==> config.mk <==
export PLATFORM = sky130hd
export DESIGN_NAME = atc_front
export DESIGN_NICKNAME = d
export VERILOG_FILES = /design/src/rtl/assert_macros.svh /design/src/rtl/atc_pkg.sv /design/src/rtl/atc_front.sv
export SDC_FILE = /design/constraint.sdc
export NUM_CORES = 1
export LEC_CHECK = 0
export BUFFER_PORTS_ARGS = -buffer_cell sky130_fd_sc_hd__buf_2
export CAP_MARGIN = 20
export CORE_MARGIN = 4
export CORE_UTILIZATION = 45
export CTS_BUF_LIST = sky130_fd_sc_hd__clkbuf_4 sky130_fd_sc_hd__clkbuf_8 sky130_fd_sc_hd__clkbuf_16
export CTS_CLUSTER_SIZE = 8
export DETAILED_ROUTE_END_ITERATION = 6
export PLACE_DENSITY_LB_ADDON = 0.3
export SLEW_MARGIN = 20
export SYNTH_ARGS = -nofsm -noshare
export SYNTH_HDL_FRONTEND = slang
export SYNTH_SLANG_ARGS = --single-unit
==> constraint.sdc <==
create_clock -name i_clk -period 6.97 [get_ports i_clk]
set_clock_uncertainty 0.1 [all_clocks]
set_input_delay 1.394 -clock i_clk [delete_from_list [all_inputs] [get_ports i_clk]]
set_output_delay 1.394 -clock i_clk [all_outputs]
set_load 0.03 [all_outputs]
==> src/rtl/assert_macros.svh <==
`ifndef ASSERT_MACROS_SVH
`define ASSERT_MACROS_SVH
// same-cycle implication, checked outside reset
`define AST_IMPL(lbl, clk, rstn, ante, cons) \
    lbl: assert property (@(posedge clk) disable iff (!(rstn)) (ante) |-> (cons)) \
        else $error("assertion failed");
// next-cycle implication, checked outside reset
`define AST_NEXT(lbl, clk, rstn, ante, cons) \
    lbl: assert property (@(posedge clk) disable iff (!(rstn)) (ante) |=> (cons)) \
        else $error("assertion failed");
`endif

==> src/rtl/atc_pkg.sv <==
`default_nettype none
package atc_pkg;
    localparam int MAX_WIDTH  = 256;
    localparam int FRAC_BITS  = 9;
    localparam int X_W        = 8;
    localparam int SUM_W      = 16;
    localparam int FAC_W      = 10;
    localparam int INIT_W     = 11;
    localparam int LUMA_W     = 8;
    localparam int CFG_W      = 9;
    localparam int ACC_W      = 24;
    localparam int CNT_W      = 17;
    localparam int FIFO_DEPTH = 4;
    localparam int FIFO_AW    = 2;
    localparam int DIV_STEPS  = 24;

    // register indexes
    localparam logic [1:0] CFG_WIDTH  = 2'd0;
    localparam logic [1:0] CFG_HEIGHT = 2'd1;
    localparam logic [1:0] CFG_SENS   = 2'd2;

    localparam logic [8:0]  WIDTH_MIN  = 9'd16;
    localparam logic [8:0]  WIDTH_MAX  = 9'd256;
    localparam logic [8:0]  HEIGHT_MAX = 9'd256;
    localparam logic [6:0]  SENS_MAX   = 7'd100;
    localparam logic [12:0] RECIP_100  = 13'd5243;  // 2^19 / 100, rounded up
    localparam logic [9:0]  FRAC_ONE   = 10'd512;
    localparam logic [6:0]  INIT_LUMA  = 7'd127;

    typedef struct packed {
        logic [LUMA_W-1:0] luma;
        logic [X_W-1:0]    x;
        logic [X_W-1:0]    y;
        logic              last;
        logic              first;
        logic [FAC_W-1:0]  q;
        logic [FAC_W-1:0]  f;
        logic [INIT_W-1:0] init;
    } t_cmd;

    // 512 / s for window sizes 1..16
    function automatic logic [9:0] one_over_s(input logic [4:0] s);
        logic [9:0] r;
        case (s)
            5'd1:    r = 10'd512;
            5'd2:    r = 10'd256;
            5'd3:    r = 10'd170;
            5'd4:    r = 10'd128;
            5'd5:    r = 10'd102;
            5'd6:    r = 10'd85;
            5'd7:    r = 10'd73;
            5'd8:    r = 10'd64;
            5'd9:    r = 10'd56;
            5'd10:   r = 10'd51;
            5'd11:   r = 10'd46;
            5'd12:   r = 10'd42;
            5'd13:   r = 10'd39;
            5'd14:   r = 10'd36;
            5'd15:   r = 10'd34;
            5'd16:   r = 10'd32;
            default: r = 10'd512;
        endcase
        return r;
    endfunction
endpackage
`default_nettype wire

==> src/rtl/atc_front.sv <==
`default_nettype none
// front: config, frame setup, scan position, command issue
module atc_front import atc_pkg::*; (
    input  wire logic              i_clk,
    input  wire logic              i_rst_n,
    input  wire logic              i_cfg_we,
    input  wire logic [1:0]        i_cfg_index,
    input  wire logic [CFG_W-1:0]  i_cfg_data,
    input  wire logic              i_valid,
    input  wire logic [LUMA_W-1:0] i_luma,
    output logic                   o_stall,
    output logic                   o_push,
    output t_cmd                   o_cmd,
    input  wire logic              i_full,
    output logic                   o_div_start,
    output logic [ACC_W-1:0]       o_div_dividend,
    output logic [CNT_W-1:0]       o_div_divisor,
    input  wire logic              i_div_busy,
    input  wire logic [ACC_W-1:0]  i_div_quot
);
    localparam logic [1:0] F_RUN   = 2'd0;
    localparam logic [1:0] F_START = 2'd1;
    localparam logic [1:0] F_WAIT  = 2'd2;

    logic [8:0]        r_cfg_w, r_cfg_h;
    logic [6:0]        r_cfg_t;
    logic [1:0]        r_state;
    logic              r_fs, r_first;
    logic [8:0]        r_w, r_h;
    logic [4:0]        r_s;
    logic [FAC_W-1:0]  r_a, r_q, r_f;
    logic [INIT_W-1:0] r_init;
    logic [X_W-1:0]    r_x, r_y;

    logic [8:0]  n_w, n_h;
    logic [6:0]  n_t, n_u;
    logic [4:0]  n_s;
    logic [28:0] n_ap;
    logic        n_acc, n_row_end, n_last;

    // config registers
    always_ff @(posedge i_clk) begin
        if (!i_rst_n) begin
            r_cfg_w <= 9'd100;
            r_cfg_h <= 9'd100;
            r_cfg_t <= 7'd2;
        end else if (i_cfg_we) begin
            case (i_cfg_index)
                CFG_WIDTH:  r_cfg_w <= i_cfg_data;
                CFG_HEIGHT: r_cfg_h <= i_cfg_data;
                CFG_SENS:   r_cfg_t <= i_cfg_data[6:0];
                default:    ;
            endcase
        end
    end

    // saturated frame settings and numerator 512*(100-t)/100
    always_comb begin
        n_w  = (r_cfg_w < WIDTH_MIN) ? WIDTH_MIN : ((r_cfg_w > WIDTH_MAX) ? WIDTH_MAX : r_cfg_w);
        n_h  = (r_cfg_h == 9'd0) ? 9'd1 : ((r_cfg_h > HEIGHT_MAX) ? HEIGHT_MAX : r_cfg_h);
        n_t  = (r_cfg_t > SENS_MAX) ? SENS_MAX : r_cfg_t;
        n_u  = SENS_MAX - n_t;
        n_s  = n_w[8:4];
        n_ap = 29'({n_u, 9'b0}) * 29'(RECIP_100);
    end

    // scan position
    always_comb begin
        n_acc     = (r_state == F_RUN) && !r_fs && i_valid && !i_full;
        n_row_end = r_y[0] ? (r_x == '0) : ({1'b0, r_x} == 9'(r_w - 9'd1));
        n_last    = n_row_end && ((9'({1'b0, r_y}) + 9'd1) >= r_h);
    end

    always_ff @(posedge i_clk) begin
        if (!i_rst_n) begin
            r_state <= F_RUN;
            r_fs    <= 1'b1;
            r_first <= 1'b0;
            r_x     <= '0;
            r_y     <= '0;
        end else begin
            case (r_state)
                F_RUN: begin
                    if (r_fs && i_valid) begin
                        r_state <= F_START;
                    end else if (n_acc) begin
                        r_first <= 1'b0;
                        if (n_last) begin
                            r_fs <= 1'b1;
                        end else if (n_row_end) begin
                            r_y <= r_y + 1'b1;
                        end else if (!r_y[0]) begin
                            r_x <= r_x + 1'b1;
                        end else begin
                            r_x <= r_x - 1'b1;
                        end
                    end
                end
                F_START: r_state <= F_WAIT;
                F_WAIT: begin
                    if (!i_div_busy) begin
                        r_state <= F_RUN;
                        r_fs    <= 1'b0;
                        r_first <= 1'b1;
                        r_x     <= '0;
                        r_y     <= '0;
                    end
                end
                default: r_state <= F_RUN;
            endcase
        end
    end

    // frame parameters, latched at frame start
    always_ff @(posedge i_clk) begin
        if (r_state == F_RUN && r_fs && i_valid) begin
            r_w    <= n_w;
            r_h    <= n_h;
            r_s    <= n_s;
            r_a    <= n_ap[28:19];
            r_q    <= FRAC_ONE - one_over_s(n_s);
            r_init <= INIT_W'(INIT_W'(INIT_LUMA) * INIT_W'(n_s));
        end
        if (r_state == F_WAIT && !i_div_busy) r_f <= i_div_quot[FAC_W-1:0];
    end

    assign o_div_start    = (r_state == F_START);
    assign o_div_dividend = ACC_W'(r_a);
    assign o_div_divisor  = CNT_W'(r_s);

    assign o_stall    = !((r_state == F_RUN) && !r_fs && !i_full);
    assign o_push     = n_acc;
    assign o_cmd.luma = i_luma;
    assign o_cmd.x    = r_x;
    assign o_cmd.y    = r_y;
    assign o_cmd.last = n_last;
    assign o_cmd.first = r_first;
    assign o_cmd.q    = r_q;
    assign o_cmd.f    = r_f;
    assign o_cmd.init = r_init;
endmodule
`default_nettype wire

-- Yosys cells after proc, flatten, opt, wreduce, memory -nomap -nowiden
Memories as Yosys holds them, arrays and structs flattened.
Cells that the tools add are included.
- register bits: 104
- bits in read-only memories: 320
- output and inout bits: 101
- logic and storage cells: 102
- memories: 1
- add/sub/neg operators: 7
- multipliers: 2
- $lt $le $gt $ge: 5
- equality and inequality tests: 13
- muxes and demuxes: 30
- reductions and logical operators: 28
- memory list (memory ; words ; bits a word ; rd ports ; clocked after memory_dff ; wr ports ; RTL line ; source):
    (no name shown) ; 32 ; 10 ; 1 ; 0 ; 0 ; atc_pkg.sv:44 ; case (s)
- operators with widths (kind ; number):
    $mux 8 ; 10
    $pmux 8 s2 ; 2
    $mux 9 ; 3
    $mul 7x13->20 const B ; 1
    $gt 9x9->1 const B ; 2
    $add 8x1->8 const B ; 2
    $ne 2x2->1 const B ; 7
    $reduce_and 6->1 ; 2
    $mul 7x5->11 const A ; 1
    $mux 10 ; 1
    $sub 10x10->10 const A ; 1
    $add 8x1->9 const B ; 1
    $eq 8x9->1 ; 1
    $ge 9x9->1 ; 1
    $logic_and 1x1->1 ; 9
    $logic_not 9->1 ; 1
    $lt 9x5->1 const B ; 1
    $sub 9x1->9 const B ; 1
    $logic_not 8->1 ; 1
    $mux 1 ; 8
    $reduce_and 2->1 ; 4
    $sub 8x1->8 const B ; 1
    $gt 7x7->1 const B ; 1
    $mux 7 ; 1
    other kinds (13) ; 22

-- Longest topological paths before layout
- word-level depth: 8
- mapped depth: 24
- gate-level depth less buffers: 24

-- Least setup slack after synthesis
OpenSTA, ideal clock, no wires.
- path type: register to register
- start point: reg r_cfg_t[0]
- end point: reg r_a[7] (data pin)
- setup time: 0.258 ns
- arrival: 5.173 ns
- data required time: 6.612 ns
- slack: 1.440 ns
- cell stages (with the launch flop): 24
- path buffers: 0
- path through: dfxtp_1 > o21ai_0 > nand2_1 > nand3_1 > nand2_1 > ha_1 > nand2b_1 > o21ai_0 > o21a_1 > inv_1 > fa_1 > inv_1 > fa_1 > inv_1 > fa_1 > fa_1 > ha_1 > nand2_1 > or2_2 > o311a_1 > a211oi_1 > o21ai_0 > nor2b_1 > xnor2_1
- word-level cells in the longest chain between the ends: 4
- RTL lines (item ; RTL line ; source):
    start: declaration ; atc_front.sv:26 ; logic [6:0] r_cfg_t;
    start signal: assignment ; atc_front.sv:51 ; CFG_SENS: r_cfg_t <= i_cfg_data[6:0];
    $gt 7x7->1 ; atc_front.sv:61 ; n_t = (r_cfg_t > SENS_MAX) ? SENS_MAX : r_cfg_t;
    $mux 7 (*) ; atc_front.sv:61 ;
    $sub 7x7->7 (*) ; atc_front.sv:62 ; n_u = SENS_MAX - n_t;
    $mul 7x13->20 (*) ; atc_front.sv:64 ; n_ap = 29'({n_u, 9'b0}) * 29'(RECIP_100);
    named net n_ap[26] ; atc_front.sv:38 ; logic [28:0] n_ap;
    end signal: assignment ; atc_front.sv:120 ; r_a <= n_ap[28:19];
    end: declaration ; atc_front.sv:31 ; logic [FAC_W-1:0] r_a, r_q, r_f;
The timed path passes the listed nets; every way through them passes the cells marked *.
A chain may end at the register's enable or synchronous reset.

-- Worst setup path after layout
Same ends and word-level chain as after synthesis.

==> out/metrics.csv <==
metric;value;unit
status;completed;
dr_wl_met3;712;um
syn_area;0.00750;mm2
cp.arrival;6050;ps
area_growth;10.5;%
grt_use_total;0.157;
yosysSeqAreaShare;0.352;
fin_crit;6050;ps
antenna_cells;0;
synth_edf_count;58;
core-area;0.0161;mm2
clk_latency;340;ps
max_cap_viol_count;0;
p_leak;3.96;nW
n_fill_cell;1500;
ys_ff_latch;103;
fin_setup_tns;0;ps
first_iter_violations;169;
required;6970;ps
wl_met1;6460;um
grt_overflow_total;0;
pre_cts_ws;892;ps
start_kind;flop;
setup_viol;0;
seqCellArea;0.00264;mm2
cpPeakStageDelay;590;ps
syn_inst;749;
async_reset_ff_frac;0;
vias_per_cell;4.94;
grt_pass1_wl;23600;um
nNetsFinal;995;
timing.fmax;0.165;GHz
fp.dieW;137;um
die-area;0.0188;mm2
multi_input_area;0.00429;mm2
top_layer;met5;
antenna_left;0;
crit_path_top_delay_cell;fa_1;
crit_fanout;5;
die_h;137;um
max-slew-margin-rel;0.347;
start_util;0.466;
cts.path.max_buffers;2;
hold_buffers;0;
path_class;reg2reg;
ys_warn_count;0;
clock-sinks;103;
gp_congestion;0.821;
synth_cell_types;59;
path_clk_slew;70;ps
cp_cell_sequence;o21ai_0 > nand2_1 > nand3_1 > nand2_1 > ha_1 > nand2b_1 > o21ai_0 > o21a_1 > inv_1 > fa_1 > inv_1 > fa_1 > inv_1 > fa_1 > fa_1 > ha_1 > nand2_1 > or2_2 > o311a_1 > a211oi_1 > o21ai_0 > nor2b_1 > xnor2_1;
cts_buffers;9;
syn_area_per_cell;10.0;um2
final_cell_mix;ha_1, buf_2, inv_1;
crit_path_frequent_cell;fa_1;
vias;5150;
final_area;0.00829;mm2
critPathBufInv;3;
wl_met2;6770;um
first_global_vias;4914;
cts_tree;done;
ir_worst_vdd;0.179;mV
grt_max_degree;50;
htree_num_levels;3;
drc;0;
clockRootBuffer;clkbuf_16;
cpLargestDelayFamily;adder cells;
hold_path_class;reg2reg;
slew_viol_final;0;
placed_area;0.00796;mm2
endpoint_kind;flop;
hold_violations;0;
drt-total-wl;14100;um
worst_slew_pin_slew;975;ps
pwr_density_cell;243;mW/mm2
cts_resized;0;
final_common_cell;ha_1;
routedWlPerCell;13.5;um
firstDrtPassIters;5;
timing.final.crit_share;0.868;
antenna_found_initial;1;
setup_ws;921;ps
dp.final_hpwl;11000;um
rsz0062_at_grt;false;
synth_flop_cell;edfxtp_1;
port_buffers;93;
cts_setup_buffers;0;
rows;46;
layout-drive-gt1-share;0.154;
io_pins;150;
[worst min-delay path: stages, from the launching register on]
cell     delay, ps
dfxtp_1        320
mux2i_1         60
nand2_1         60
[registers in the layout, summed over array words and instances (netlist names), 4 cells and up]
register / flops
r_cfg_w: 9
r_w: 4
r_s: 5
r_q: 10
r_y: 8
r_a: 10
r_cfg_t: 7
r_cfg_h: 9
r_h: 9
r_x: 8
r_init: 10
r_f: 10
[stage by stage]
stage	std cells	total power, W	hold slack [ps]	util
2_1_floorplan	774	0.00135	333	-
4_1_cts	1043	0.00205	368	0.514
3_5_place_dp	1027	0.00149	351	0.494
5_1_grt	1043	0.00216	403	0.514
3_3_place_gp	1027	0.00148	344	0.494
6_report	1043	0.00201	365	0.514
[layout make-up]
| cell class | instances | share of cell area |
|---|---|---|
| Inverter | 76 | 0.0344 |
| Clock buffer | 10 | 0.0288 |
| Tap cell | 216 | 0.0326 |
| Clock inverter | 6 | 0.0101 |
| Timing Repair Buffer | 94 | 0.0571 |
| Multi-Input combinational cell | 538 | 0.518 |
| Sequential cell | 103 | 0.319 |
[kinds of logic (layout without fill, tap and decap cells)]
| logic type | count (synthesis) | in the layout | share of synthesized area |
|---|---|---|---|
| and+or+nand+nor | 204 | 204 | 0.137 |
| buffers and inverters | 133 | 186 | 0.0889 |
| muxes | 29 | 29 | 0.0389 |
| DFF | 103 | 103 | 0.352 |
| AOI/OAI and AO/OA | 112 | 112 | 0.0954 |
| adders and majority gates | 124 | 124 | 0.237 |
| xor gates and xnor gates | 43 | 43 | 0.0502 |
| other | 1 | 26 | 0.000500 |
[final timing paths]
check	endpoint	depth (start not counted)	slack, ps	start
max reg2reg	r_a[7]$_DFFE_PP_	23	920	r_cfg_t[0]$_SDFFE_PN0P_
min reg2reg	r_cfg_w[2]$_SDFFE_PN1P_	2	360	r_cfg_w[2]$_SDFFE_PN1P_
min	r_cfg_w[2]$_SDFFE_PN1P_	2	360	r_cfg_w[2]$_SDFFE_PN1P_
max	r_a[7]$_DFFE_PP_	23	920	r_cfg_t[0]$_SDFFE_PN0P_
[routing by layer]
layer	vias to the layer above	global-route usage
li1	2650	-
met1	2395	0.201
met5	-	0
met3	9	0.0382
met4	2	0.0477
met2	94	0.262
[power breakdown]
group	switching, W	internal, W	total (W)
Combinational	0.000436	0.000273	0.000709
Clock	0.000222	0.000323	0.000545
Sequential	0.0000237	0.000732	0.000756
[cell usage after synthesis, types with 2 or more instances]
cell type  instances  area (um2)
a211oi_1           6        45.0
a21o_1            12        90.1
a21oi_1           29         145
a31oi_1            3        18.8
and2_1            13        81.3
and3_1             7        43.8
buf_1              3        11.3
buf_2              2        10.0
buf_4             42         315
clkbuf_1           9        33.8
dfxtp_1           45         901
edfxtp_1          58        1740
fa_1              30         601
ha_1              94        1180
inv_1             75         282
mux2i_1           28         280
nand2_1           44         165
nand2b_1          10        62.6
nand3_1           18        90.1
nand3b_1           5        37.5
nand4_1            4        25.0
nor2_1            62         233
nor2b_1            9        56.3
nor3_1             9        45.0
nor3b_1            4        30.0
nor4_1             4        25.0
nor4bb_1           2        20.0
o211ai_1           2        15.0
o21a_1             4        30.0
o21ai_0           28         140
o21ai_1            5        25.0
o21bai_1           3        22.5
o22ai_1            3        18.8
o31ai_1            6        45.0
or2_2              5        31.3
or3_1              2        12.5
xnor2_1           28         245
xor2_1            15         131
(Power assumes the default switching activity.)
