**src/rtl/assert_macros.svh**
```systemverilog
`ifndef ASSERT_MACROS_SVH
`define ASSERT_MACROS_SVH
// same-cycle implication, checked outside reset
`define AST_IMPL(lbl, clk, rstn, ante, cons) \
    lbl: assert property (@(posedge clk) disable iff (!(rstn)) (ante) |-> (cons)) \
        else $error("assertion failed");
// next-cycle implication, checked outside reset
`define AST_NEXT(lbl, clk, rstn, ante, cons) \
    lbl: assert property (@(posedge clk) disable iff (!(rstn)) (ante) |=> (cons)) \
        else $error("assertion failed");
`endif

```
**src/rtl/atc_pkg.sv**
```systemverilog
`default_nettype none
package atc_pkg;
    localparam int MAX_WIDTH  = 256;
    localparam int FRAC_BITS  = 9;
    localparam int X_W        = 8;
    localparam int SUM_W      = 16;
    localparam int FAC_W      = 10;
    localparam int INIT_W     = 11;
    localparam int LUMA_W     = 8;
    localparam int CFG_W      = 9;
    localparam int ACC_W      = 24;
    localparam int CNT_W      = 17;
    localparam int FIFO_DEPTH = 4;
    localparam int FIFO_AW    = 2;
    localparam int DIV_STEPS  = 24;

    // register indexes
    localparam logic [1:0] CFG_WIDTH  = 2'd0;
    localparam logic [1:0] CFG_HEIGHT = 2'd1;
    localparam logic [1:0] CFG_SENS   = 2'd2;

    localparam logic [8:0]  WIDTH_MIN  = 9'd16;
    localparam logic [8:0]  WIDTH_MAX  = 9'd256;
    localparam logic [8:0]  HEIGHT_MAX = 9'd256;
    localparam logic [6:0]  SENS_MAX   = 7'd100;
    localparam logic [12:0] RECIP_100  = 13'd5243;  // 2^19 / 100, rounded up
    localparam logic [9:0]  FRAC_ONE   = 10'd512;
    localparam logic [6:0]  INIT_LUMA  = 7'd127;

    typedef struct packed {
        logic [LUMA_W-1:0] luma;
        logic [X_W-1:0]    x;
        logic [X_W-1:0]    y;
        logic              last;
        logic              first;
        logic [FAC_W-1:0]  q;
        logic [FAC_W-1:0]  f;
        logic [INIT_W-1:0] init;
    } t_cmd;

    // 512 / s for window sizes 1..16
    function automatic logic [9:0] one_over_s(input logic [4:0] s);
        logic [9:0] r;
        case (s)
            5'd1:    r = 10'd512;
            5'd2:    r = 10'd256;
            5'd3:    r = 10'd170;
            5'd4:    r = 10'd128;
            5'd5:    r = 10'd102;
            5'd6:    r = 10'd85;
            5'd7:    r = 10'd73;
            5'd8:    r = 10'd64;
            5'd9:    r = 10'd56;
            5'd10:   r = 10'd51;
            5'd11:   r = 10'd46;
            5'd12:   r = 10'd42;
            5'd13:   r = 10'd39;
            5'd14:   r = 10'd36;
            5'd15:   r = 10'd34;
            5'd16:   r = 10'd32;
            default: r = 10'd512;
        endcase
        return r;
    endfunction
endpackage
`default_nettype wire

```
**src/rtl/atc_fifo.sv**
```systemverilog
`default_nettype none
`include "assert_macros.svh"
// short command queue between front and back
module atc_fifo import atc_pkg::*; (
    input  wire logic i_clk,
    input  wire logic i_rst_n,
    input  wire logic i_push,
    input  wire t_cmd i_data,
    output logic      o_full,
    input  wire logic i_pop,
    output t_cmd      o_data,
    output logic      o_empty
);
    t_cmd               mem [FIFO_DEPTH];
    logic [FIFO_AW-1:0] r_wp;
    logic [FIFO_AW-1:0] r_rp;
    logic [FIFO_AW:0]   r_count;

    always_ff @(posedge i_clk) begin
        if (!i_rst_n) begin
            r_wp    <= '0;
            r_rp    <= '0;
            r_count <= '0;
        end else begin
            if (i_push) r_wp <= r_wp + 1'b1;
            if (i_pop)  r_rp <= r_rp + 1'b1;
            if (i_push && !i_pop)      r_count <= r_count + 1'b1;
            else if (!i_push && i_pop) r_count <= r_count - 1'b1;
        end
    end

    always_ff @(posedge i_clk) begin
        if (i_push) mem[r_wp] <= i_data;
    end

    assign o_data  = mem[r_rp];
    assign o_full  = (r_count == (FIFO_AW+1)'(FIFO_DEPTH));
    assign o_empty = (r_count == '0);

    `AST_IMPL(a_fifo_bound, i_clk, i_rst_n, 1'b1, r_count <= (FIFO_AW+1)'(FIFO_DEPTH))
    `AST_IMPL(a_fifo_no_underrun, i_clk, i_rst_n, i_pop, !o_empty)
endmodule
`default_nettype wire

```
**config.mk**
```make
export PLATFORM = sky130hd
export DESIGN_NAME = atc_fifo
export DESIGN_NICKNAME = d
export VERILOG_FILES = /design/src/rtl/atc_pkg.sv /design/src/rtl/atc_fifo.sv
export VERILOG_INCLUDE_DIRS = /design/src /design/src/rtl
export SDC_FILE = /design/constraint.sdc
export NUM_CORES = 1
export LEC_CHECK = 0
export ABC_AREA = 1
export BUFFER_PORTS_ARGS = -buffer_cell sky130_fd_sc_hd__clkbuf_2
export CORE_ASPECT_RATIO = 1.25
export CORE_MARGIN = 4
export CORE_UTILIZATION = 56
export DETAILED_ROUTE_END_ITERATION = 16
export GPL_TIMING_DRIVEN = 0
export HOLD_SLACK_MARGIN = 0.08
export PLACE_DENSITY_LB_ADDON = 0.25
export SLEW_MARGIN = 20
export SYNTH_ARGS = -nofsm -noshare
export SYNTH_HDL_FRONTEND = slang
export SYNTH_SLANG_ARGS = --single-unit
```
**constraint.sdc**
```tcl
create_clock -name i_clk -period 4.2 [get_ports i_clk]
set_clock_uncertainty 0.15 [all_clocks]
set_input_delay 0 -clock i_clk [delete_from_list [all_inputs] [get_ports i_clk]]
set_output_delay 0 -clock i_clk [all_outputs]
set_load 0.005 [all_outputs]
```
== After elaboration in Yosys (flattened, before gate mapping) ==
Memory sizes are Yosys's and may differ from the RTL's. A register that Yosys moved wholly into a read port is not among the register bits.
Index checks and enable logic that the tools add are counted.
Word-level totals
  flip-flop bits (word level): 7
  RAM bits: 228
  bits of input ports: 61
  output and inout bits: 59
  word-level logic and storage cells: 21
  memories: 1
Cells by class
  $add $sub $neg: 4
  eq/ne operators: 1
  mux-type cells: 6
  reductions and logical operators: 6
Memories
  mem: words 4, width 57, read ports 1, clocked after memory_dff 1, wr ports 1, line atc_fifo.sv:14  | t_cmd mem [FIFO_DEPTH];
Operators with widths (count)
  $mux W3: 2
  $add A2 B1 Y2 const B: 2
  $mux W2: 2
  $add A3 B1 Y3 const B: 1
  $eq A3 B3 Y1 const B: 1
  $logic_not A3 Y1: 1
  $sub A3 B1 Y3 const B: 1
  $logic_and A1 B1 Y1: 2
  $logic_not A1 Y1: 2
  $mux W1: 2
  $reduce_bool A2 Y1: 1

== Longest topological paths before layout ==
Gate-level depths: netlist of the first run.
  depth after elaboration: 4
  gate-level depth with buffers: 10
  mapped depth without buffers: 10

== Least setup slack after synthesis of the first run ==
OpenSTA, ideal clock, no wires.
  kind: register to register
  from: register r_wp[0]
  to: memory mem[2][0] (netlist name), enable pin
  setup time: 411 ps
  data arrival time: 1699 ps
  data required time: 3639 ps
  setup slack: 1940 ps
  cell stages (with the launch flop): 5
  path buffers: 0
  period minus slack after synthesis: 2260 ps
  cell sequence: dfxtp_1 > inv_1 > ha_1 > nand2_1 > inv_1
RTL lines
  start: declaration: line atc_fifo.sv:15  | logic [FIFO_AW-1:0] r_wp;
  start signal: assignment: line atc_fifo.sv:25  | if (i_push) r_wp <= r_wp + 1'b1;
  end: declaration: line atc_fifo.sv:14
Straight into the memory's write port.

== Final worst setup path of the first run ==
  from: input i_pop
  to: register r_count[2]
On the way
  longest elaborated chain between the ends: 3
  elaborated cells on any way between the ends: 5
  those cells by class: 1 x mux; 4 x reduce/logical
RTL lines
  start: declaration: line atc_fifo.sv:10  | input wire logic i_pop,
  $logic_not A1 Y1: line atc_fifo.sv:27  | if (i_push && !i_pop) r_count <= r_count + 1'b1;
  $logic_and A1 B1 Y1: line atc_fifo.sv:27
  $mux W3 / $reduce_bool A2 Y1 (equally long branches)
  end signal: assignment: line atc_fifo.sv:27
  end signal: assignment: line atc_fifo.sv:28  | else if (!i_push && i_pop) r_count <= r_count - 1'b1;
  end: declaration: line atc_fifo.sv:17  | logic [FIFO_AW:0] r_count;
Several ways; a longest one is shown, not always the timed one.
A chain may end at the register's enable or synchronous reset.

==> impl_metrics.toml, run 1 <==
[status]
status = "finished clean"

[sta]
hold_viol = 0
rsz0062_at_grt = "no"
setup_viol = 0
worst_pin_slew_ps = 528
hold_ws_ps = 113
timing.final.crit_period_ps = 2580
min_period_over_period_pct = 61.4
drv_slew = 0
relSlewSlack_pct = 64.8
fmax_ghz = 0.388
setup_tns_ps = 0

[synth]
ys_warn_count = 0
synth_cell_types = 19
netlist_instances = 609
synth_nets = 676
synth_area_leaders = "edfxtp_1, o21ai_0, nor2_1"
syn_area_um2 = 8860
yosysSeqAreaShare_pct = 79.3
ys_ff_latch = 237
yosysTopAreaCell = "edfxtp_1"
synth_top_area_share_pct = 77.3
synth_area_per_cell_um2 = 14.6

[worst_setup_path]
worstPathArrival_ps = 2860
cp_top_family = "buffers and inverters"
crit_slowest_cell = "dlygate4sd3_1"
critPathLaunchType = "primary input"
max_stage_delay_ps = 560
path_cells = "dlygate4sd3_1 -> clkbuf_2 -> inv_1 -> ha_1 -> inv_1 -> fa_1 -> inv_1 -> nand2_1 -> nand4_1 -> nand2_1 -> dlygate4sd3_1 -> nor2_1 -> dlygate4sd3_1"
crit_path_start = "i_pop"
r2r_setup_slack_ps = 1690
worstSetupPathType = "in -> reg"
r2r-start = "r_count[0]"
worstPathRequired_ps = 4480
critPathMaxFanout = 3
critPathCaptureType = "register"
critPathBufInv = 7

[global_routing]
antenna_found_initial = 0
met2_usage_pct = 38.7
grt_pass1_wl_um = 30400
grt_pass1_vias = 6037
global_route.overflow_total = 0
busiest_layer = "met2"
grt_max_degree = 31
met1_usage_pct = 27.0
groute.layer.met3.usage_pct = 3.96
grtUsageTotal_pct = 21.8

[route]
postRouteAntennaNets = 0
vias_per_cell = 5.56
wl_per_cell_um = 18.7
post-route-drc-count = 0
wirelength_um = 19600
drt_iter0_markers = 473
detail_route.first_pass.iterations = 5
vias = 5813

[power]
power.density_nw_per_um2 = 467
swShare_pct = 21.7
finalPower_mw = 5.22
pwr-share-clk_pct = 37.9
combPwrFrac_pct = 9.9
p_seq_share_pct = 52.2
p_sw_mw = 1.13
vdd_drop_max_v = 0.000399
leakage_nw = 4.05
p_int_mw = 4.09

[clock_network]
cts_buffers = 22
worstSkewPairLatency_ps = 490
clock_path_buffers = 3
clock-sinks = 237
cts_tree = "yes"
root_buffer = "clkbuf_16"
cts.clk_slew.worst_paths_ps = 60
htree_levels = 1

[cells_and_area]
design_area_um2 = 11200
n_antenna_cell = 0
regArea_um2 = 7030
fin_util_pct = 71.7
finalNetCount = 885
multi_input_area_um2 = 1560
final_cell_mix = "edfxtp_1, nor2_1, clkbuf_2"
drive_above_1_share_pct = 21.5
area_growth_pct = 26.0
layout_commonest_cell = "edfxtp_1"
num-fill-cells = 1051

[placed_design]
place_congestion = 0.742
portBuffers = 119
placed_cell_area_um2 = 9810
dp_hpwl_um = 11600

[run]
cap_viol_max_count = 0

[floorplanning]
core_um2 = 15600
die_area_um2 = 17900
start_util_pct = 56.9
fp.dieW_um = 121
fp-row-count = 51
fp.dieH_um = 149
ios = 120

[hold_path]
hp-class = "in -> reg"
holdCritStartpoint = "i_data[21]"
==> state kept, by name, indices dropped and copies added (netlist names), named ones only <==
signal and count:
r_wp 2, r_count 3, r_rp 2, mem 228
==> layout make-up <==
class	count	area share, %
Buffer	36	1.88
Clock buffer	26	5.26
Clock inverter	14	1.29
Inverter	17	0.661
Multi-Input combinational cell	319	14.0
Sequential cell	237	62.9
Tap cell	212	2.38
Timing Repair Buffer	185	11.6
==> cell usage after synthesis, drive strengths merged <==
master  number
inv         17
nor3         2
o21ai      120
nor2       119
buf         19
nand3        1
clkbuf      17
ha           5
fa           1
dfxtp        9
nand2        9
a21oi        4
o22ai       57
nand4        1
edfxtp     228
==> routing by layer <==
layer	share of wire (%)	vias to the layer above
li1	-	2694
met1	39	2846
met2	52	237
met3	7.6	36
met4	2.0	0
met5	0	-
==> cell families (layout without fill, tap and decap cells) <==
logic type      Yosys count  count (layout)  synth area share (%)
compound gates          181             181                  11.0
fa+ha+maj                 6               6                 0.932
buf+inv                  53             278                  3.09
flops                   237             237                  79.3
simple gates            132             132                  5.66
==> final timing paths <==
check | end | cells after the start
setup / recovery | r_count[2] | 13
hold / removal | mem[0][21] | 2
setup reg to reg | r_count[2] | 8
hold reg to reg | r_rp[1] | 1
==> power groups by stage <==
stage	Sequential (mW)	Clock, mW	Combinational, mW
floorplan	2.77	0	0.233
global placement	2.78	0	0.440
detailed placement	2.78	0	0.468
CTS	2.73	2.00	0.518
global route	2.73	2.11	0.572
finish	2.73	1.98	0.517
==> metrics by stage <==
step	cells	setup slack [ps]
final	1046	1620
after global placement	940	1060
after floorplan	609	1940
after CTS	1046	1700
after detailed placement	944	2370
after global routing	1046	1440
==> timing repair <==
| item | 4_1_cts | 5_1_grt |
|---|---|---|
| hold buffers | 62 | 0 |
| endpoints found under the setup margin | 0 | 0 |
| endpoints found under the hold margin | 347 | 0 |
| resized for setup | 0 | 0 |
| setup buffers | 0 | 0 |
==> worst reg2reg max path, stage by stage, from the launching register on <==
cell and delay (ps):
dfxtp_1 350, fa_1 450, inv_1 80, nand2_1 80, nand4_1 100, nand2_1 60
dlygate4sd3_1 560, nor2_1 80, dlygate4sd3_1 550
(Power assumes the default switching activity.)
==> run 2, diff against run 1 <==
Settings changed: CORE_UTILIZATION 56 to 51.
Clock period 4.2 ns to 2.2 ns, I/O delays scaled along.
==> impl_metrics.toml, run 2 (synthesis gave the netlist of run 1 again) <==
[clock_network]
clock-sinks = 237
cts.clk_slew.worst_paths_ps = 60
htree_levels = 1
cts_buffers = 22
post_cts_buffers = 0
cts_tree = "yes"
worstSkewPairLatency_ps = 510
clock_path_buffers = 3
root_buffer = "clkbuf_16"

[worst_setup_path]
r2r_setup_slack_ps = 120
worstPathArrival_ps = 1940
path_cells = "buf_4 -> buf_2 -> nor2_1 -> o22ai_1 -> clkbuf_2"
worstPathRequired_ps = 2050
critPathLaunchType = "register"
crit_end = "o_data[19]"
r2r-end = "mem[0][34]"
cp.depth = 5
worstSetupPathType = "reg -> out"
r2r-start = "r_wp[0]"
critPathCaptureType = "output pin"
critPathBufInv = 3
max_stage_delay_ps = 450
crit_slowest_cell = "dfxtp_2"
cp_top_family = "buffers and inverters"
r2r_cells = 5
critPathMaxFanout = 10

[sta]
timing.final.crit_period_ps = 2090
hold_ws_ps = 102
rsz0062_at_grt = "no"
drv_slew = 0
relSlewSlack_pct = 62.4
worst_pin_slew_ps = 563
setup_viol = 0
layout_setup_ws_ps = 111
min_period_over_period_pct = 95.0
fmax_ghz = 0.479
hold_viol = 0

[floorplanning]
ios = 120
fp-row-count = 53
fp.dieH_um = 155
start_util_pct = 52.2
core_um2 = 17000
die_area_um2 = 19600
fp.dieW_um = 126

[power]
power.density_nw_per_um2 = 857
vdd_drop_max_v = 0.000691
leakage_nw = 4.05
p_int_mw = 7.42
p_sw_mw = 2.17
pwr-share-clk_pct = 35.1
p_seq_share_pct = 54.3
swShare_pct = 22.6
combPwrFrac_pct = 10.6

[cells_and_area]
finalNetCount = 887
reg.largest.list = "mem (228), r_count (3)"
num-fill-cells = 1253
drive_above_1_share_pct = 22.8
fin_util_pct = 66.0
area_growth_pct = 26.4
layout_commonest_cell = "edfxtp_1"
final_cell_mix = "edfxtp_1, clkbuf_2, nor2_1"
design_area_um2 = 11200
regMostFlops = "mem"
largest_reg_flops = 228

[route]
postRouteAntennaNets = 0
wirelength_um = 20300
wl_per_cell_um = 19.2
detail_route.first_pass.iterations = 5
vias_per_cell = 5.51
drt_iter0_markers = 427
vias = 5818
post-route-drc-count = 0

[global_routing]
grtUsageTotal_pct = 20.3
grt_max_degree = 37
global_route.overflow_total = 0
antenna_found_initial = 1
grt_pass1_wl_um = 31300
grt_pass1_vias = 6131

[placed_design]
place_congestion = 0.731
portBuffers = 119
placed_cell_area_um2 = 9930
dp_hpwl_um = 12500
dp_slack_ps = 109

[run]
cap_viol_max_count = 0

[hold_path]
hp-class = "in -> reg"

[status]
status = "finished clean"
## run 2: how the worst min path moves through the flow
stage | endpoint | cells past startpoint | from
final | mem[1][46] | 2 | i_data[46]
after CTS | mem[3][1] | 2 | i_data[1]
after floorplan | mem[0][0] | 0 | i_data[0]
after global placement | mem[0][20] | 1 | i_data[20]
after global routing | mem[3][10] | 2 | i_data[10]
after detailed placement | mem[0][34] | 1 | i_data[34]
## run 2: final cells by class
| cell class | count | area [um2] | area share [%] |
|---|---|---|---|
| multi-input cells | 319 | 1560 | 13.9 |
| repair buffers | 187 | 1390 | 12.4 |
| inverters | 17 | 77.6 | 0.693 |
| flip-flops and latches | 237 | 7030 | 62.8 |
| well taps | 220 | 275 | 2.46 |
| clock inverters | 9 | 52.6 | 0.469 |
| clock buffers | 30 | 581 | 5.18 |
| diodes | 1 | 2.50 | 0.0223 |
| plain buffers | 36 | 229 | 2.04 |
## run 2: worst reg2reg max path: cells and delay by family, from the launching register on
family,cells,cell delay (ps)
adder cells (fa/ha/maj),1,210
buffers and inverters,3,940
AND/OR/NAND/NOR,1,110
flip-flops,1,370
## run 2: what timing repair did
item / 4_1_cts / 5_1_grt
gates resized for setup: 5 / 17
hold buffers: 62 / 0
hold endpoints to repair: 258 / 0
endpoints found under the setup margin: 19 / 27
## run 2: per-stage QoR
stage          TNS [ps]  instances  power (mW)
3_3_place_gp    -145950        948        6.15
3_5_place_dp          0        955        6.23
2_1_floorplan         0        609        5.74
5_1_grt               0       1056        9.96
6_report              0       1056        9.59
4_1_cts               0       1056        9.64
## run 2: power by group through the flow
stage	Clock (mW)	Combinational [mW]	Sequential [mW]
final	3.37	1.02	5.21
after global routing	3.62	1.12	5.22
after CTS	3.41	1.02	5.21
after detailed placement	0	0.926	5.30
after global placement	0	0.850	5.30
after floorplan	0	0.448	5.29
## run 2: metal layers
layer | GRT usage (%) | up-vias | part of all wire (%) | wire, um
li1 | - | 2703 | - | -
met1 | 25.3 | 2882 | 40 | 8100
met2 | 36.5 | 210 | 52 | 10600
met3 | 3.40 | 23 | 6.3 | 1280
met4 | 5.67 | 0 | 1.4 | 278
met5 | 0 | - | 0 | 0
